[config.mk]
export PLATFORM = sky130hd
export DESIGN_NAME = dial_forceback_axis_mapper
export DESIGN_NICKNAME = d
export VERILOG_FILES = /design/src/hdl/dfam_pkg.sv /design/src/hdl/dfam_divider.sv /design/src/hdl/dfam_datapath.sv /design/src/hdl/dfam_controller.sv /design/src/hdl/dial_forceback_axis_mapper.sv
export SDC_FILE = /design/constraint.sdc
export NUM_CORES = 1
export LEC_CHECK = 0
export BUFFER_PORTS_ARGS = -buffer_cell sky130_fd_sc_hd__buf_2
export CAP_MARGIN = 15
export CELL_PAD_IN_SITES_DETAIL_PLACEMENT = 2
export CELL_PAD_IN_SITES_GLOBAL_PLACEMENT = 2
export CORE_MARGIN = 4
export CORE_UTILIZATION = 40
export CTS_CLUSTER_SIZE = 10
export DETAILED_ROUTE_END_ITERATION = 7
export GPL_TIMING_DRIVEN = 0
export PLACE_DENSITY_LB_ADDON = 0.15
export RECOVER_POWER = 25
export SLEW_MARGIN = 20
export SYNTH_ARGS = -nofsm -noshare
export SYNTH_HDL_FRONTEND = slang
export SYNTH_HIERARCHICAL = 1
export SYNTH_SLANG_ARGS = --single-unit
[constraint.sdc]
create_clock -name clock -period 4.9 [get_ports clock]
set_input_delay 0 -clock clock [delete_from_list [all_inputs] [get_ports clock]]
set_output_delay 0 -clock clock [all_outputs]
set_load 0.01 [all_outputs]
[src/hdl/dfam_pkg.sv]
// ----------------------------------------------------------------------------
// dfam_pkg: shared types and constants for the dial forceback axis mapper
// Holds the controller state type, the command/status structs between the
// controller and the datapath, and the fixed constants of the mapping.
// ----------------------------------------------------------------------------
`default_nettype none

package dfam_pkg;

   // field widths
   localparam int POS_W     = 16;
   localparam int MAG_W     = 16;
   localparam int DMAX_W    = 15;
   localparam int CMD_W     = 6;
   localparam int LED_W     = 8;
   localparam int STR_W     = 4;
   localparam int SETTLE_W  = 7;

   // divider geometry
   localparam int DIV_NUM_W    = 30;
   localparam int STICK_STEPS  = 30;
   localparam int LED_STEPS    = 7;
   localparam int STEP_W       = 5;

   // defaults
   localparam int SETTLE_POLLS_DEF = 100;
   localparam logic [DMAX_W-1:0] DIAL_MAX_RESET = 15'd100;

   // mapping constants
   localparam logic [MAG_W:0]    FB_MARGIN    = 17'd4;
   localparam logic [MAG_W-1:0]  SETTLE_ZONE  = 16'd4;
   localparam logic [MAG_W-1:0]  CENTRE_ZONE  = 16'd8;
   localparam logic [DMAX_W-1:0] DEFAULT_MAX  = 15'd100;
   localparam logic [DMAX_W-1:0] CAPTURE_SAT  = 15'h7fff;
   localparam logic [STR_W-1:0]  STRENGTH_CAP = 4'hf;
   localparam logic [CMD_W-1:0]  PUSH_LEFT    = 6'h10;
   localparam logic [CMD_W-1:0]  PUSH_RIGHT   = 6'h20;
   localparam logic [CMD_W-1:0]  MOTOR_OFF    = 6'h00;
   localparam logic [DIV_NUM_W-1:0] AXIS_POS_LIMIT = 30'd32767;
   localparam logic [DIV_NUM_W-1:0] AXIS_NEG_LIMIT = 30'd32768;
   localparam logic [POS_W-1:0]  AXIS_MAX     = 16'h7fff;
   localparam logic [POS_W-1:0]  AXIS_MIN     = 16'h8000;
   localparam logic [LED_W-1:0]  LED_MID      = 8'h80;
   localparam logic [LED_W-1:0]  LED_LOW      = 8'h00;
   localparam logic [LED_W-1:0]  LED_HIGH     = 8'hff;

   typedef enum logic [2:0] {
      S_IDLE,
      S_STICK_LOAD,
      S_STICK_DIV,
      S_LED_LOAD,
      S_LED_DIV,
      S_FINISH
   } ctrl_state_type;

   typedef struct packed {
      logic load_in;
      logic div_load_stick;
      logic div_load_led;
      logic div_step;
      logic save_stick;
      logic finish;
   } dp_cmd_type;

   typedef struct packed {
      logic led_skip;
   } dp_status_type;

endpackage

`default_nettype wire

[src/hdl/dfam_divider.sv]
// ----------------------------------------------------------------------------
// dfam_divider: restoring divider, one quotient bit per step
// The remainder starts from a preset value so that a fraction can be
// expanded as well as a plain integer quotient taken.
// ----------------------------------------------------------------------------
`default_nettype none

module dfam_divider (
   input  wire logic                                clock,
   input  wire logic                                load,
   input  wire logic                                step,
   input  wire logic [dfam_pkg::DMAX_W-1:0]         rem_init,
   input  wire logic [dfam_pkg::DIV_NUM_W-1:0]      num,
   input  wire logic [dfam_pkg::DMAX_W-1:0]         divisor,
   output logic      [dfam_pkg::DIV_NUM_W-1:0]      quo
);

   logic [dfam_pkg::DMAX_W-1:0]    rem_ff, rem_in;
   logic [dfam_pkg::DIV_NUM_W-1:0] num_ff, num_in;
   logic [dfam_pkg::DIV_NUM_W-1:0] quo_ff, quo_in;
   logic [dfam_pkg::DMAX_W:0]      rem_shift;
   logic                           fits;

   // shift in the next numerator bit and try a subtract
   always_comb begin
      rem_shift = {rem_ff, num_ff[dfam_pkg::DIV_NUM_W-1]};
      fits      = rem_shift >= {1'b0, divisor};
      rem_in    = rem_ff;
      num_in    = num_ff;
      quo_in    = quo_ff;
      if (load) begin
         rem_in = rem_init;
         num_in = num;
         quo_in = '0;
      end else if (step) begin
         rem_in = fits ? dfam_pkg::DMAX_W'(rem_shift - {1'b0, divisor})
                       : rem_shift[dfam_pkg::DMAX_W-1:0];
         num_in = {num_ff[dfam_pkg::DIV_NUM_W-2:0], 1'b0};
         quo_in = {quo_ff[dfam_pkg::DIV_NUM_W-2:0], fits};
      end
   end

   always_ff @(posedge clock) begin
      rem_ff <= rem_in;
      num_ff <= num_in;
      quo_ff <= quo_in;
   end

   assign quo = quo_ff;

endmodule

`default_nettype wire

[src/hdl/dfam_datapath.sv]
// ----------------------------------------------------------------------------
// dfam_datapath: dial word registers, divider and result formatting
// Holds the full-scale register, the settle counter and the output word,
// and carries out the steps the controller commands.
// ----------------------------------------------------------------------------
`default_nettype none

module dfam_datapath #(
   parameter int SETTLE_POLLS = dfam_pkg::SETTLE_POLLS_DEF
) (
   input  wire logic                              clock,
   input  wire logic                              reset,
   input  wire dfam_pkg::dp_cmd_type              cmd,
   output dfam_pkg::dp_status_type                status,
   input  wire logic signed [dfam_pkg::POS_W-1:0] req_dial_pos,
   input  wire logic                              req_setting_flag,
   input  wire logic                              req_calibrate_mode,
   input  wire logic                              req_confirm_pressed,
   input  wire logic                              csr_we,
   input  wire logic [dfam_pkg::DMAX_W-1:0]       csr_data,
   output logic [dfam_pkg::CMD_W-1:0]             rsp_motor_command,
   output logic                                   rsp_command_valid,
   output logic signed [dfam_pkg::POS_W-1:0]      rsp_stick_x,
   output logic [dfam_pkg::LED_W-1:0]             rsp_led_x,
   output logic                                   rsp_capture_valid,
   output logic [dfam_pkg::DMAX_W-1:0]            rsp_captured_max
);

   localparam int CW = dfam_pkg::SETTLE_W;
   localparam logic [CW-1:0] SETTLE_LIMIT = CW'(SETTLE_POLLS);

   localparam int MW = dfam_pkg::MAG_W;
   localparam int DW = dfam_pkg::DMAX_W;
   localparam int NW = dfam_pkg::DIV_NUM_W;

   // configuration and state
   logic [DW-1:0] dial_max_ff;
   logic [CW-1:0] settle_count_ff, settle_count_in;

   // captured dial word
   logic [MW-1:0] mag_ff, mag_in;
   logic          neg_ff, setting_ff, calib_ff, confirm_ff;
   logic [NW-1:0] stick_q_ff;

   // output word
   logic [dfam_pkg::CMD_W-1:0] motor_ff, motor_in;
   logic                       cmd_valid_ff, cmd_valid_in;
   logic [dfam_pkg::POS_W-1:0] stick_ff, stick_in;
   logic [dfam_pkg::LED_W-1:0] led_ff, led_in;
   logic                       cap_valid_ff, cap_valid_in;
   logic [DW-1:0]              cap_max_ff, cap_max_in;

   logic [DW-1:0]  dmax;
   logic [NW:0]    product;
   logic [NW-1:0]  quo;
   logic [MW:0]    excess;
   logic [MW-1:0]  half_excess;
   logic           over_limit;
   logic [dfam_pkg::STR_W-1:0] norm_str, cal_str;
   logic [MW-2:0]  half_mag;
   logic [dfam_pkg::CMD_W-1:0] dir;
   logic [dfam_pkg::LED_W-1:0] led_q;

   // full-scale register; zero acts as one
   always_ff @(posedge clock) begin
      if (reset) begin
         dial_max_ff <= dfam_pkg::DIAL_MAX_RESET;
      end else if (csr_we) begin
         dial_max_ff <= csr_data;
      end
   end

   assign dmax = (dial_max_ff == '0) ? DW'(1) : dial_max_ff;

   // capture the dial word as magnitude and sign
   assign mag_in = req_dial_pos[dfam_pkg::POS_W-1] ? MW'(-req_dial_pos)
                                                   : MW'(req_dial_pos);

   always_ff @(posedge clock) begin
      if (cmd.load_in) begin
         mag_ff     <= mag_in;
         neg_ff     <= req_dial_pos[dfam_pkg::POS_W-1];
         setting_ff <= req_setting_flag;
         calib_ff   <= req_calibrate_mode;
         confirm_ff <= req_confirm_pressed;
      end
      if (cmd.save_stick) begin
         stick_q_ff <= quo;
      end
   end

   // 32767 * |pos| as a shift and subtract
   assign product = {mag_ff, {DW{1'b0}}} - {{DW{1'b0}}, mag_ff};

   assign status.led_skip = mag_ff >= {1'b0, dmax};

   dfam_divider u_divider (
      .clock    (clock),
      .load     (cmd.div_load_stick | cmd.div_load_led),
      .step     (cmd.div_step),
      .rem_init (cmd.div_load_led ? mag_ff[DW-1:0] : '0),
      .num      (cmd.div_load_led ? '0 : product[NW-1:0]),
      .divisor  (dmax),
      .quo      (quo)
   );

   // forceback strengths and push direction
   assign over_limit  = ({1'b0, mag_ff} + dfam_pkg::FB_MARGIN) > {2'b00, dmax};
   assign excess      = {1'b0, mag_ff} + dfam_pkg::FB_MARGIN - {2'b00, dmax};
   assign half_excess = excess[MW:1];
   assign norm_str    = (half_excess > MW'(dfam_pkg::STRENGTH_CAP))
                        ? dfam_pkg::STRENGTH_CAP : half_excess[dfam_pkg::STR_W-1:0];
   assign half_mag    = mag_ff[MW-1:1];
   assign cal_str     = (half_mag >= (MW-1)'(dfam_pkg::STRENGTH_CAP))
                        ? dfam_pkg::STRENGTH_CAP
                        : dfam_pkg::STR_W'(half_mag[dfam_pkg::STR_W-1:0] + 1'b1);
   assign dir         = neg_ff ? dfam_pkg::PUSH_LEFT : dfam_pkg::PUSH_RIGHT;

   // command, capture and settle counting
   always_comb begin
      motor_in        = dfam_pkg::MOTOR_OFF;
      cmd_valid_in    = 1'b0;
      cap_valid_in    = 1'b0;
      cap_max_in      = '0;
      settle_count_in = settle_count_ff;
      if (!setting_ff) begin
         cmd_valid_in = 1'b1;
         if (over_limit && (norm_str != '0)) begin
            motor_in = dir | {2'b00, norm_str};
         end
      end
      if (calib_ff) begin
         if (settle_count_ff < SETTLE_LIMIT) begin
            cmd_valid_in = 1'b1;
            if (mag_ff > dfam_pkg::SETTLE_ZONE) begin
               settle_count_in = '0;
               motor_in        = dir | {2'b00, cal_str};
            end else begin
               settle_count_in = CW'(settle_count_ff + 1'b1);
               motor_in        = dfam_pkg::MOTOR_OFF;
            end
         end else if (confirm_ff) begin
            cap_valid_in = 1'b1;
            if (mag_ff <= dfam_pkg::CENTRE_ZONE) begin
               cap_max_in = dfam_pkg::DEFAULT_MAX;
            end else if (mag_ff[MW-1]) begin
               cap_max_in = dfam_pkg::CAPTURE_SAT;
            end else begin
               cap_max_in = mag_ff[DW-1:0];
            end
         end
      end else begin
         settle_count_in = '0;
      end
   end

   // saturate the stick axis and center the LED axis
   assign led_q = {1'b0, quo[dfam_pkg::LED_STEPS-1:0]};

   always_comb begin
      if (neg_ff) begin
         stick_in = (stick_q_ff > dfam_pkg::AXIS_NEG_LIMIT) ? dfam_pkg::AXIS_MIN
                    : dfam_pkg::POS_W'(-stick_q_ff[dfam_pkg::POS_W-1:0]);
      end else begin
         stick_in = (stick_q_ff > dfam_pkg::AXIS_POS_LIMIT) ? dfam_pkg::AXIS_MAX
                    : stick_q_ff[dfam_pkg::POS_W-1:0];
      end
      if (status.led_skip) begin
         led_in = neg_ff ? dfam_pkg::LED_LOW : dfam_pkg::LED_HIGH;
      end else begin
         led_in = neg_ff ? dfam_pkg::LED_W'(dfam_pkg::LED_MID - led_q)
                         : dfam_pkg::LED_W'(dfam_pkg::LED_MID + led_q);
      end
   end

   // settle counter
   always_ff @(posedge clock) begin
      if (reset) begin
         settle_count_ff <= '0;
      end else if (cmd.finish) begin
         settle_count_ff <= settle_count_in;
      end
   end

   // output word register
   always_ff @(posedge clock) begin
      if (cmd.finish) begin
         motor_ff     <= motor_in;
         cmd_valid_ff <= cmd_valid_in;
         stick_ff     <= stick_in;
         led_ff       <= led_in;
         cap_valid_ff <= cap_valid_in;
         cap_max_ff   <= cap_max_in;
      end
   end

   assign rsp_motor_command = motor_ff;
   assign rsp_command_valid = cmd_valid_ff;
   assign rsp_stick_x       = stick_ff;
   assign rsp_led_x         = led_ff;
   assign rsp_capture_valid = cap_valid_ff;
   assign rsp_captured_max  = cap_max_ff;

`ifndef ASSERT_OFF
   a_settle_bound: assert property (@(posedge clock) disable iff (reset)
      settle_count_ff <= SETTLE_LIMIT)
      else $error("settle count passed its limit");

   a_settle_clear: assert property (@(posedge clock) disable iff (reset)
      cmd.finish && !calib_ff |=> settle_count_ff == '0)
      else $error("settle count kept outside calibration");
`endif

endmodule

`default_nettype wire

[src/hdl/dfam_controller.sv]
// ----------------------------------------------------------------------------
// dfam_controller: sequencer for one dial word
// Takes a word, runs the stick division and, below full scale, the LED
// fraction on the shared divider, then loads the output register when free.
// ----------------------------------------------------------------------------
`default_nettype none

module dfam_controller (
   input  wire logic                       clock,
   input  wire logic                       reset,
   input  wire logic                       req_valid,
   output logic                            req_ready,
   output logic                            rsp_valid,
   input  wire logic                       rsp_ready,
   output dfam_pkg::dp_cmd_type            cmd,
   input  wire dfam_pkg::dp_status_type    status
);

   localparam int SW = dfam_pkg::STEP_W;
   localparam logic [SW-1:0] STICK_LAST = SW'(dfam_pkg::STICK_STEPS - 1);
   localparam logic [SW-1:0] LED_LAST   = SW'(dfam_pkg::LED_STEPS - 1);
   localparam logic [SW-1:0] STICK_CNT  = SW'(dfam_pkg::STICK_STEPS);

   dfam_pkg::ctrl_state_type state_ff, state_in;
   logic [SW-1:0] cnt_ff, cnt_in;
   logic          rsp_valid_ff, rsp_valid_in;
   logic          slot_free;

   assign slot_free = !rsp_valid_ff || rsp_ready;

   // next state
   always_comb begin
      state_in = state_ff;
      unique case (state_ff)
         dfam_pkg::S_IDLE: begin
            if (req_valid) state_in = dfam_pkg::S_STICK_LOAD;
         end
         dfam_pkg::S_STICK_LOAD: begin
            state_in = dfam_pkg::S_STICK_DIV;
         end
         dfam_pkg::S_STICK_DIV: begin
            if (cnt_ff == STICK_LAST) state_in = dfam_pkg::S_LED_LOAD;
         end
         dfam_pkg::S_LED_LOAD: begin
            state_in = status.led_skip ? dfam_pkg::S_FINISH : dfam_pkg::S_LED_DIV;
         end
         dfam_pkg::S_LED_DIV: begin
            if (cnt_ff == LED_LAST) state_in = dfam_pkg::S_FINISH;
         end
         dfam_pkg::S_FINISH: begin
            if (slot_free) state_in = dfam_pkg::S_IDLE;
         end
         default: state_in = dfam_pkg::S_IDLE;
      endcase
   end

   // commands to the datapath
   always_comb begin
      cmd       = '0;
      req_ready = 1'b0;
      cnt_in    = cnt_ff;
      unique case (state_ff)
         dfam_pkg::S_IDLE: begin
            req_ready   = 1'b1;
            cmd.load_in = req_valid;
         end
         dfam_pkg::S_STICK_LOAD: begin
            cmd.div_load_stick = 1'b1;
            cnt_in             = '0;
         end
         dfam_pkg::S_STICK_DIV: begin
            cmd.div_step = 1'b1;
            cnt_in       = SW'(cnt_ff + 1'b1);
         end
         dfam_pkg::S_LED_LOAD: begin
            cmd.save_stick   = 1'b1;
            cmd.div_load_led = 1'b1;
            cnt_in           = '0;
         end
         dfam_pkg::S_LED_DIV: begin
            cmd.div_step = 1'b1;
            cnt_in       = SW'(cnt_ff + 1'b1);
         end
         dfam_pkg::S_FINISH: begin
            cmd.finish = slot_free;
         end
         default: begin
            cmd = '0;
         end
      endcase
   end

   // hold the result word until taken
   assign rsp_valid_in = cmd.finish ? 1'b1 : (rsp_valid_ff && !rsp_ready);

   always_ff @(posedge clock) begin
      if (reset) begin
         state_ff     <= dfam_pkg::S_IDLE;
         cnt_ff       <= '0;
         rsp_valid_ff <= 1'b0;
      end else begin
         state_ff     <= state_in;
         cnt_ff       <= cnt_in;
         rsp_valid_ff <= rsp_valid_in;
      end
   end

   assign rsp_valid = rsp_valid_ff;

`ifndef ASSERT_OFF
   a_valid_from_finish: assert property (@(posedge clock) disable iff (reset)
      $rose(rsp_valid_ff) |-> $past(state_ff) == dfam_pkg::S_FINISH)
      else $error("result word raised outside finish");

   a_stick_count: assert property (@(posedge clock) disable iff (reset)
      state_ff == dfam_pkg::S_STICK_DIV |-> cnt_ff < STICK_CNT)
      else $error("stick division ran past its step count");

   a_finish_wait: assert property (@(posedge clock) disable iff (reset)
      state_ff == dfam_pkg::S_FINISH && !slot_free
      |=> state_ff == dfam_pkg::S_FINISH && rsp_valid_ff)
      else $error("finished word dropped while output was busy");
`endif

endmodule

`default_nettype wire

[src/hdl/dial_forceback_axis_mapper.sv]
// Accepts a new word only while idle, so one word is finished and handed
// to the output register before the next is taken; the single shared
// restoring divider runs 30 steps for the stick axis and 7 for the LED
// axis, and the LED steps are skipped when |pos| reaches full scale.
// Reset: synchronous; clears the sequencer, the result valid and the settle
// counter, and sets the full-scale register to 100.
// ----------------------------------------------------------------------------
// dial_forceback_axis_mapper: dial forceback and axis mapping
// Turns one signed dial word into a motor push-back command, a stick axis,
// an LED axis and, in calibration, a captured full-scale value.
// ----------------------------------------------------------------------------
`default_nettype none

module dial_forceback_axis_mapper #(
   parameter int SETTLE_POLLS = dfam_pkg::SETTLE_POLLS_DEF
) (
   input  wire logic                              clock,
   input  wire logic                              reset,
   input  wire logic                              req_valid,
   output logic                                   req_ready,
   input  wire logic signed [dfam_pkg::POS_W-1:0] req_dial_pos,
   input  wire logic                              req_setting_flag,
   input  wire logic                              req_calibrate_mode,
   input  wire logic                              req_confirm_pressed,
   output logic                                   rsp_valid,
   input  wire logic                              rsp_ready,
   output logic [dfam_pkg::CMD_W-1:0]             rsp_motor_command,
   output logic                                   rsp_command_valid,
   output logic signed [dfam_pkg::POS_W-1:0]      rsp_stick_x,
   output logic [dfam_pkg::LED_W-1:0]             rsp_led_x,
   output logic                                   rsp_capture_valid,
   output logic [dfam_pkg::DMAX_W-1:0]            rsp_captured_max,
   input  wire logic                              csr_we,
   input  wire logic [dfam_pkg::DMAX_W-1:0]       csr_data
);

   dfam_pkg::dp_cmd_type    cmd;
   dfam_pkg::dp_status_type status;

   dfam_controller u_controller (
      .clock     (clock),
      .reset     (reset),
      .req_valid (req_valid),
      .req_ready (req_ready),
      .rsp_valid (rsp_valid),
      .rsp_ready (rsp_ready),
      .cmd       (cmd),
      .status    (status)
   );

   dfam_datapath #(
      .SETTLE_POLLS (SETTLE_POLLS)
   ) u_datapath (
      .clock               (clock),
      .reset               (reset),
      .cmd                 (cmd),
      .status              (status),
      .req_dial_pos        (req_dial_pos),
      .req_setting_flag    (req_setting_flag),
      .req_calibrate_mode  (req_calibrate_mode),
      .req_confirm_pressed (req_confirm_pressed),
      .csr_we              (csr_we),
      .csr_data            (csr_data),
      .rsp_motor_command   (rsp_motor_command),
      .rsp_command_valid   (rsp_command_valid),
      .rsp_stick_x         (rsp_stick_x),
      .rsp_led_x           (rsp_led_x),
      .rsp_capture_valid   (rsp_capture_valid),
      .rsp_captured_max    (rsp_captured_max)
   );

endmodule

`default_nettype wire
# Word-level counts from Yosys, hierarchy flattened
# Index checks and enable logic that the tools add are counted.
totals:
  regBits: 203
  latch_bits: 0
  ram_bits: 0
  mem_bits_ro: 0
  input_bits: 39
  out_inout_bits: 49
  elab_cells: 123
  n_memories: 0
classes:
  add_sub_neg: 11
  n_mul: 0
  div_mod_pow: 0
  magnitude_cmp: 10
  n_eq_ne: 12
  n_shift: 0
  muxes: 46
  bitwise_logic: 5
  reduce_logical: 17
op_table:
  columns: ["op", "count"]
  rows:
  - ["2-to-1 mux 15 bit", 7]
  - ["2-to-1 mux 30 bit", 3]
  - ["2-to-1 mux 16 bit", 3]
  - ["2-to-1 mux 6 bit", 6]
  - ["greater-or-equal comparator 16 x 15 -> 1 bit", 2]
  - ["negator 16 bit", 2]
  - ["> comparator 30 x 15 -> 1 bit (second input constant)", 1]
  - ["> comparator 30 x 16 -> 1 bit (second input constant)", 1]
  - ["subtractor 30 x 16 -> 30 bit", 1]
  - ["2-to-1 mux 7 bit", 4]
  - ["2-to-1 mux 8 bit", 3]
  - ["one-hot mux 3 bit (6 select lines)", 1]
  - ["adder 16 x 3 -> 17 bit (second input constant)", 1]
  - ["> comparator 17 x 15 -> 1 bit", 1]
  - ["subtractor 17 x 15 -> 17 bit", 1]
  - ["> comparator 16 x 3 -> 1 bit (second input constant)", 1]
  - ["> comparator 16 x 4 -> 1 bit (second input constant)", 1]
  - ["<= comparator 16 x 4 -> 1 bit (second input constant)", 1]
  - ["greater-or-equal comparator 15 x 4 -> 1 bit (second input constant)", 1]
  - ["logical NOT 15 bit", 1]
  - ["subtractor 15 bit", 1]
  - ["2-to-1 mux 1 bit", 12]
  - ["2-to-1 mux 3 bit", 4]
  - ["OR 6 x 4 -> 6 bit", 2]
  - ["other kinds (28)", 40]

# Depth between registers and ports, before layout
# Gate-level depths: netlist of run 1.
logic_depth:
  word_depth: 11
  depth_mapped: 16
  mapped_depth_nobuf: 14

# Hierarchy
# The synthesis of run 1 kept the hierarchy.
by_module_without_submodules:
  columns: ["module", "n_inst", "cells_per_inst", "area_each_um2", "seq_area_each_um2"]
  rows:
  - ["dfam_datapath", 1, 809, 7614.8, 3353.2]
  - ["dfam_divider", 1, 353, 3915.0, 1951.9]
  - ["dfam_controller", 1, 80, 678.2, 180.2]

# Worst setup path before layout of run 1
# No wires, ideal clock.
synth_path:
  kind: "reg-to-reg"
  from: "register u_controller.state_ff[0]"
  to: "register u_datapath/u_divider/num_ff[0] (netlist name), enable pin"
  setup_time_ps: 383
  t_arrival_ps: 3797
  required_ps: 4517
  slack_ps: 720
  path_stages_with_launch: 10
  path_buffers: 5
  synth_period_minus_slack_ps: 4180
  path_cell_list: "dfxtp_1 buf_6 inv_4 nor2_1 buf_4 clkbuf_1 or2_2 clkbuf_1 clkbuf_1 or2_2"
synth_lines:
  columns: ["item", "line_no", "source"]
  rows:
  - ["start: declaration", "dfam_controller.sv:24", "dfam_pkg::ctrl_state_type state_ff, state_in;"]
  - ["start signal: assignment", "dfam_controller.sv:98", "state_ff <= dfam_pkg::S_IDLE;"]
  - ["start signal: assignment", "dfam_controller.sv:102", "state_ff <= state_in;"]
  - ["end signal: assignment", "dfam_divider.sv:45", "num_ff <= num_in;"]
  - ["end: declaration", "dfam_divider.sv:19", "logic [dfam_pkg::DIV_NUM_W-1:0] num_ff, num_in;"]

# Worst setup path in the final report of run 1
layout_path:
  from: "register u_datapath.mag_ff[8]"
  to: "register u_datapath.motor_ff, in the netlist u_datapath/rsp_motor_command[5] (data pin)"
layout_between:
  elab_chain_cells: 10
  word_cells_on_any_way: 13
  cone_classes: "add/sub: 2; order compare: 3; mux: 6; reduce/logical: 2"
layout_rtl:
  columns: ["item", "line_no", "source"]
  rows:
  - ["start: declaration", "dfam_datapath.sv:41", "logic [MW-1:0] mag_ff, mag_in;"]
  - ["start signal: assignment", "dfam_datapath.sv:81", "mag_ff <= mag_in;"]
  - ["adder 16 x 3 -> 17 bit", "dfam_datapath.sv:108, dfam_datapath.sv:109", null]
  - ["subtractor 17 x 15 -> 17 bit", "dfam_datapath.sv:109", "assign excess = {1'b0, mag_ff} + dfam_pkg::FB_MARGIN - {2'b00, dmax};"]
  - ["> comparator 16 x 4 -> 1 bit", "dfam_datapath.sv:111", "assign norm_str = (half_excess > MW'(dfam_pkg::STRENGTH_CAP))"]
  - ["2-to-1 mux 4 bit", "dfam_datapath.sv:112", "? dfam_pkg::STRENGTH_CAP : half_excess[dfam_pkg::STR_W-1:0];"]
  - ["nonzero test 4 bit", "dfam_datapath.sv:128", "if (over_limit && (norm_str != '0)) begin"]
  - ["logical AND 1 bit", "dfam_datapath.sv:128", null]
  - ["2-to-1 mux 6 bit", "dfam_datapath.sv:128", null]
  - ["2-to-1 mux 6 bit", "dfam_datapath.sv:126", "if (!setting_ff) begin"]
  - ["2-to-1 mux 6 bit", "dfam_datapath.sv:133", "if (settle_count_ff < SETTLE_LIMIT) begin"]
  - ["2-to-1 mux 6 bit *", "dfam_datapath.sv:132", "if (calib_ff) begin"]
  - ["net u_datapath.motor_in, one bit", "dfam_datapath.sv:46", "logic [dfam_pkg::CMD_W-1:0] motor_ff, motor_in;"]
  - ["end signal: assignment", "dfam_datapath.sv:188", "motor_ff <= motor_in;"]
  - ["end: declaration", "dfam_datapath.sv:46", null]
# The timed path passes the listed nets; every way through them passes the cells marked *.
# A chain may end at the register's enable or synchronous reset.

==> out/results.ini, run 1 <==
[setup_path]
critPathMaxFanout=10
worstPathArrival_ps=4820
startpoint_type=flip-flop
critPathCaptureType=flip-flop
worstPathRequired_ps=5150
critical_path_class=reg -> reg

[sta]
hold_viol=0
finalCriticalPeriod_ps=4563
worst_slack_ps=337.0
maxSlewHeadroom_pct=35.99
period_share_pct=93.12
slew_violations=0
maxClockFrequency_mhz=219.2
worst_pin_slew_ps=951.4
rsz0062_at_grt=false
timing.hold.ws_ps=21.53
skew_ps=21.38
setup_violations=0

[clock_network]
insertion_delay_ps=540
h-tree-depth=1
clock-sinks=203
clockRootBuffer=clkbuf_16
path_clk_slew_ps=60
cts_tree=done
cts_buffers=26
cts.path.max_buffers=3

[finish]
area_growth_pct=18.51
nFillCells=3178
antenna_cells=0
multi_input_area_um2=6150
seq_area_um2=5485
drive_gt1_share_pct=11.82
fin_nets=1511

[floorplan]
ios=88
fp.dieW_um=182.7
chipHeight_um=182.7
initial_core_util_pct=40.86
fp.dieArea_um2=33380
core_um2=29870
num_rows=63

[route]
drt_iter0_drc=476
wirelength_um=43030
ant_nets=0
vias=10360
viasPerCell=5.693
drtPass1Iterations=5
route.detailed.drc=0
routedWlPerCell_um=23.64

[logic_synthesis]
ys_seq_area_share_pct=44.93
yosys_warnings=6
yosys.area.top_type=edfxtp_1
synth_common_cells=nor2_1, edfxtp_1, a21oi_1
synth_nets=1343
synth_edf_count=142
ys.flop_type=edfxtp_1
ys_ff_latch=203
synth.area.top_cells=edfxtp_1, dfxtp_1, ha_1, nor2_1, mux2i_1
synth_cells=1242
netlist_area_um2=12210
synth_top_area_share_pct=34.93
synth_cell_types=90
yosysMostFrequentCell=nor2_1
synthArstFlopShare_pct=0
avgSynthCellArea_um2=9.829

[placed_design]
dp_slack_ps=-325.4
io_buffers=86
place.gp.congestion=0.8613
dp_hpwl_um=29640

[worst_hold_path]
min_path_type=in -> reg

[status]
status=completed

[global_route]
grt_busiest_layer=met2
grt_pass1_vias=11610
grt_use_met3_pct=3.189
met1_usage_pct=30.34
grtUsageTotal_pct=25.26
grt_overflow=0
grt_max_degree=46
use_met2_pct=47.43
grt_pass1_wl_um=67070
antenna_found_initial=0

[power]
pwr_density_cell_nw_per_um2=452.5
vdd_drop_max_mv=0.2583
power.leakage_nw=5.464

[flow_run]
drv_cap=0

==> power by group <==
part	internal (W)	total, W	switching (W)
logic	0.000943	0.00244	0.00150
registers	0.00217	0.00233	0.000160
clock network	0.00103	0.00178	0.000747
==> cells by family after synthesis <==
| logic type | share of synthesized area, % |
|---|---|
| muxes | 7.554 |
| buffers and inverters | 5.002 |
| xor gates and xnor gates | 5.022 |
| DFF | 44.93 |
| adders and majority gates | 6.477 |
| AOI/OAI and AO/OA | 13.32 |
| and+or+nand+nor | 17.69 |
==> per-layer routing <==
layer | vias to the layer above | part of all wire (%)
met1 | 5287 | 41
met3 | 73 | 3.5
met5 | - | 0
met4 | 0 | 2.6
met2 | 222 | 53
li1 | 4780 | -
==> critical path, stage by stage, from the launching register on <==
cell,delay [ps]
edfxtp_1,600
buf_1,610
nand2_1,120
nor2_1,170
xor2_1,200
ha_1,250
clkbuf_1,240
and3_1,250
or3_1,390
a32oi_1,240
nand3_1,130
a2111oi_1,330
nand3_1,120
buf_4,180
o32ai_4,240
buf_12,160
nor2_1,40
==> per-stage QoR <==
stage | util, % | instance area, µm² | TNS (ps) | instances | total power (W)
3_5_place_dp | 44.32 | 13240 | -610.2 | 1723 | 0.004677
4_1_cts | 48.58 | 14510 | 0 | 1818 | 0.006540
2_1_floorplan | - | 12210 | 0 | 1242 | 0.003962
6_report | 48.43 | 14470 | 0 | 1820 | 0.006547
5_1_grt | 48.43 | 14470 | 0 | 1820 | 0.006909
3_3_place_gp | 43.94 | 13130 | -51590 | 1718 | 0.004554
==> state kept, by name (all words and copies together), names as in the netlist, 3 cells and up <==
signal	flops
u_datapath/u_divider/quo	30
u_datapath/rsp_led_x	8
u_controller/state_ff	3
u_datapath/stick_q_ff	30
u_datapath/settle_count_ff	7
u_datapath/rsp_captured_max	15
u_datapath/u_divider/num_ff	30
u_datapath/u_divider/rem_ff	15
u_datapath/rsp_motor_command	6
u_datapath/rsp_stick_x	16
u_datapath/mag_ff	16
u_controller/cnt_ff	5
u_datapath/dial_max_ff	15
==> timing repair <==
item / CTS / global route
resized for setup: 2 / 3
pin swaps: 0 / 2
hold buffers: 47 / 0
setup buffers: 0 / 2
hold endpoints to repair: 38 / 0
endpoints found under the setup margin: 2 / 6
==> layout make-up <==
class | instances | area share (%)
clock inverters | 5 | 0.2681
plain buffers | 72 | 2.266
flip-flops and latches | 203 | 37.91
multi-input cells | 894 | 42.51
well taps | 390 | 3.373
clock buffers | 43 | 5.146
repair buffers | 140 | 6.616
inverters | 73 | 1.911
==> placed cells by master, fill, tap and decap left out, drive strengths merged, types with 27 or more instances in the layout <==
cell / n
buf: 66
o21ai: 40
nand3: 27
dfxtp: 61
a21oi: 81
xnor2: 46
nand2: 74
dlygate4sd3: 47
clkbuf: 142
edfxtp: 142
inv: 72
mux2: 33
nor2: 162
mux2i: 55
ha: 60
==> path summary, 6_finish.rpt <==
kind | start | to | slack (ps) | cells past startpoint
hold / removal | reset | u_controller/cnt_ff[0]$_SDFFE_PP0P_ | 20 | 3
hold reg to reg | u_datapath/u_divider/quo[9]$_SDFFE_PP0P_ | u_datapath/stick_q_ff[9]$_DFFE_PP_ | 460 | 0
setup reg to reg | u_datapath/mag_ff[8]$_DFFE_PP_ | u_datapath/rsp_motor_command[5]$_DFFE_PP_ | 340 | 16
setup / recovery | u_datapath/mag_ff[8]$_DFFE_PP_ | u_datapath/rsp_motor_command[5]$_DFFE_PP_ | 340 | 16
Power figures use the tool's default switching activity.
==> run 2, diff against run 1 <==
--- a/config.mk
+++ b/config.mk
@@ -12,5 +12,4 @@
 export CORE_MARGIN = 4
 export CORE_UTILIZATION = 40
-export CTS_CLUSTER_SIZE = 10
 export DETAILED_ROUTE_END_ITERATION = 7
 export GPL_TIMING_DRIVEN = 0
==> constraint.sdc (replaced) <==
create_clock -name clock -period 4.9 [get_ports clock]
set_input_delay 0.245 -clock clock [delete_from_list [all_inputs] [get_ports clock]]
set_output_delay 0.245 -clock clock [all_outputs]
set_load 0.01 [all_outputs]
==> run 2 against run 1 <==
  * Sequential cell count is the same
  * Sequential share of layout area grew 0.38 points
  * Via count shrank 1.9%
  * Total power grew 2.7%
  * Sequential power is essentially flat
  * Clock power grew 13%
  * Design area shrank 1.0%
==> out/results.ini, run 2 (same netlist as run 1, synthesis figures left out) <==
[sta]
fin_setup_tns_ps=0  ; unchanged
setup_violations=0  ; unchanged
finalCriticalPeriod_ps=4527  ; -35.81 ps
worst_pin_slew_ps=898.4  ; -52.97 ps
maxClockFrequency_mhz=220.9  ; +0.79%
maxSlewHeadroom_pct=40.11  ; +4.1 points
period_share_pct=92.39  ; -0.73 points
slew_violations=0  ; unchanged
hold_viol=0  ; unchanged
skew_ps=32.63  ; +11.26 ps

[finish]
final_cell_mix=nor2_1, edfxtp_1, clkbuf_1
drive_gt1_share_pct=13.85  ; +2.0 points
antenna_cells=0  ; unchanged
nFillCells=3183  ; +0.16%
multi_input_area_um2=6148  ; about the same
final_common_cell=nor2_1
seq_area_um2=5485  ; unchanged
fin_nets=1483  ; -1.9%
area_growth_pct=17.32
finalNonFillerCells=1791  ; -1.6%
final_util_pct=47.94  ; -0.49 points

[setup_path]
worstPathRequired_ps=5180  ; +30 ps
worstPathArrival_ps=4810  ; about the same
max_stage_delay_ps=610  ; about the same
crit_buf_inv=4  ; unchanged
startpoint_type=flip-flop
crit_slowest_cell=buf_1
crit_family=simple AND/OR/NAND/NOR gates
critPathMaxFanout=10  ; unchanged
critical_path_class=reg -> reg
critPathCaptureType=flip-flop
path_cells=buf_1, nand2_1, nor2_1, xor2_1, ha_1, clkbuf_1, and3_1, or3_1, a32oi_1, nand3_1, a2111oi_0, nand3_1, buf_4, o32ai_4, buf_12, nor2_1

[clock_network]
cts.path.max_buffers=3  ; unchanged
path_clk_slew_ps=60  ; about the same
cts_tree=done
clock-sinks=203  ; unchanged
h-tree-depth=1  ; unchanged
cts_buffers=26  ; unchanged
clockRootBuffer=clkbuf_16
insertion_delay_ps=550  ; about the same

[placed_design]
place.gp.congestion=0.8613  ; unchanged
dp_cells=1723  ; unchanged
dp_hpwl_um=29640  ; unchanged
io_buffers=86  ; unchanged

[global_route]
grt_pass1_vias=11240  ; -3.1%
antenna_found_initial=0  ; unchanged
grt_overflow=0  ; unchanged
grt_pass1_wl_um=65090  ; -2.9%
grt_max_degree=46  ; unchanged
grtUsageTotal_pct=24.47  ; -0.79 points

[route]
vias=10160  ; -1.9%
route.detailed.drc=0  ; unchanged
viasPerCell=5.674  ; -0.33%
ant_nets=0  ; unchanged
drtPass1Iterations=4  ; -1
routedWlPerCell_um=23.22  ; -1.8%
drt_iter0_drc=560  ; +18%
wirelength_um=41580  ; -3.4%

[floorplan]
chipHeight_um=182.7  ; unchanged
fp.dieW_um=182.7  ; unchanged
initial_core_util_pct=40.86  ; unchanged
core_um2=29870  ; unchanged
fp.dieArea_um2=33380  ; unchanged
num_rows=63  ; unchanged
ios=88  ; unchanged

[power]
power.leakage_nw=5.461  ; about the same
vdd_drop_max_mv=0.2683  ; +3.9%
pwr_density_cell_nw_per_um2=469.3  ; +3.7%

[flow_run]
drv_cap=0  ; unchanged

[worst_hold_path]
min_path_type=in -> reg

[status]
status=completed

[run 2: metal layers]
layer / global-route usage [%] / share of wire [%]
met4: 6.635 / 2.9
met2: 45.06 / 52
met5: 0 / 0
met3: 2.531 / 2.6
met1: 30.48 / 43
[run 2: area by class of cell]
cell class / instances / area share (%)
well taps: 390 / 3.407
clock buffers: 28 / 4.813
plain buffers: 72 / 2.236
clock inverters: 19 / 1.520
repair buffers: 112 / 4.866
inverters: 73 / 1.931
multi-input cells: 894 / 42.93
flip-flops and latches: 203 / 38.30
[run 2: timing repair]
item,CTS,global route
hold endpoints to repair,19,0
resized for setup,2,2
pin swaps,0,2
hold buffers,19,0
setup buffers,0,2
endpoints found under the setup margin,2,6
[run 2: report_power, final]
group / leakage (nW) / total, W / switching (W) / internal, W
Clock: 0.445 / 0.00201 / 0.000776 / 0.00123
Combinational: 3.17 / 0.00239 / 0.00147 / 0.000923
Sequential: 1.85 / 0.00232 / 0.000155 / 0.00217
Total: 5.46 / 0.00672 / 0.00240 / 0.00432
[run 2: path summary, 6_finish.rpt]
check,startpoint,end,slack (ps),cells past startpoint
hold / removal,reset,u_datapath/dial_max_ff[1]$_SDFFE_PP0P_,40,2
hold reg to reg,u_datapath/u_divider/quo[29]$_SDFFE_PP0P_,u_datapath/stick_q_ff[29]$_DFFE_PP_,470,0
setup reg to reg,u_datapath/mag_ff[8]$_DFFE_PP_,u_datapath/rsp_motor_command[5]$_DFFE_PP_,370,16
setup / recovery,u_datapath/mag_ff[8]$_DFFE_PP_,u_datapath/rsp_motor_command[5]$_DFFE_PP_,370,16
[run 2: worst register-to-register path, delay by kind of cell, from the launching register on]
family,cells,cell delay [ps]
AO/OA/AOI/OAI,3,860
XOR/XNOR,1,190
adder cells (fa/ha/maj),1,250
buffers and inverters,4,1180
flip-flops,1,580
AND/OR/NAND/NOR,7,1230
[run 2: through the flow]
stage / hold WS (ps) / total power [W] / instance area (µm²) / setup WS (ps)
2_1_floorplan: 317.4 / 0.003962 / 12210 / 720.5
5_1_grt: 24.88 / 0.007088 / 14320 / -5.486
3_5_place_dp: 424.6 / 0.004677 / 13240 / -325.4
6_report: 36.24 / 0.006722 / 14320 / 372.9
3_3_place_gp: 424.6 / 0.004554 / 13130 / -865.0
4_1_cts: 16.10 / 0.006747 / 14360 / 76.56
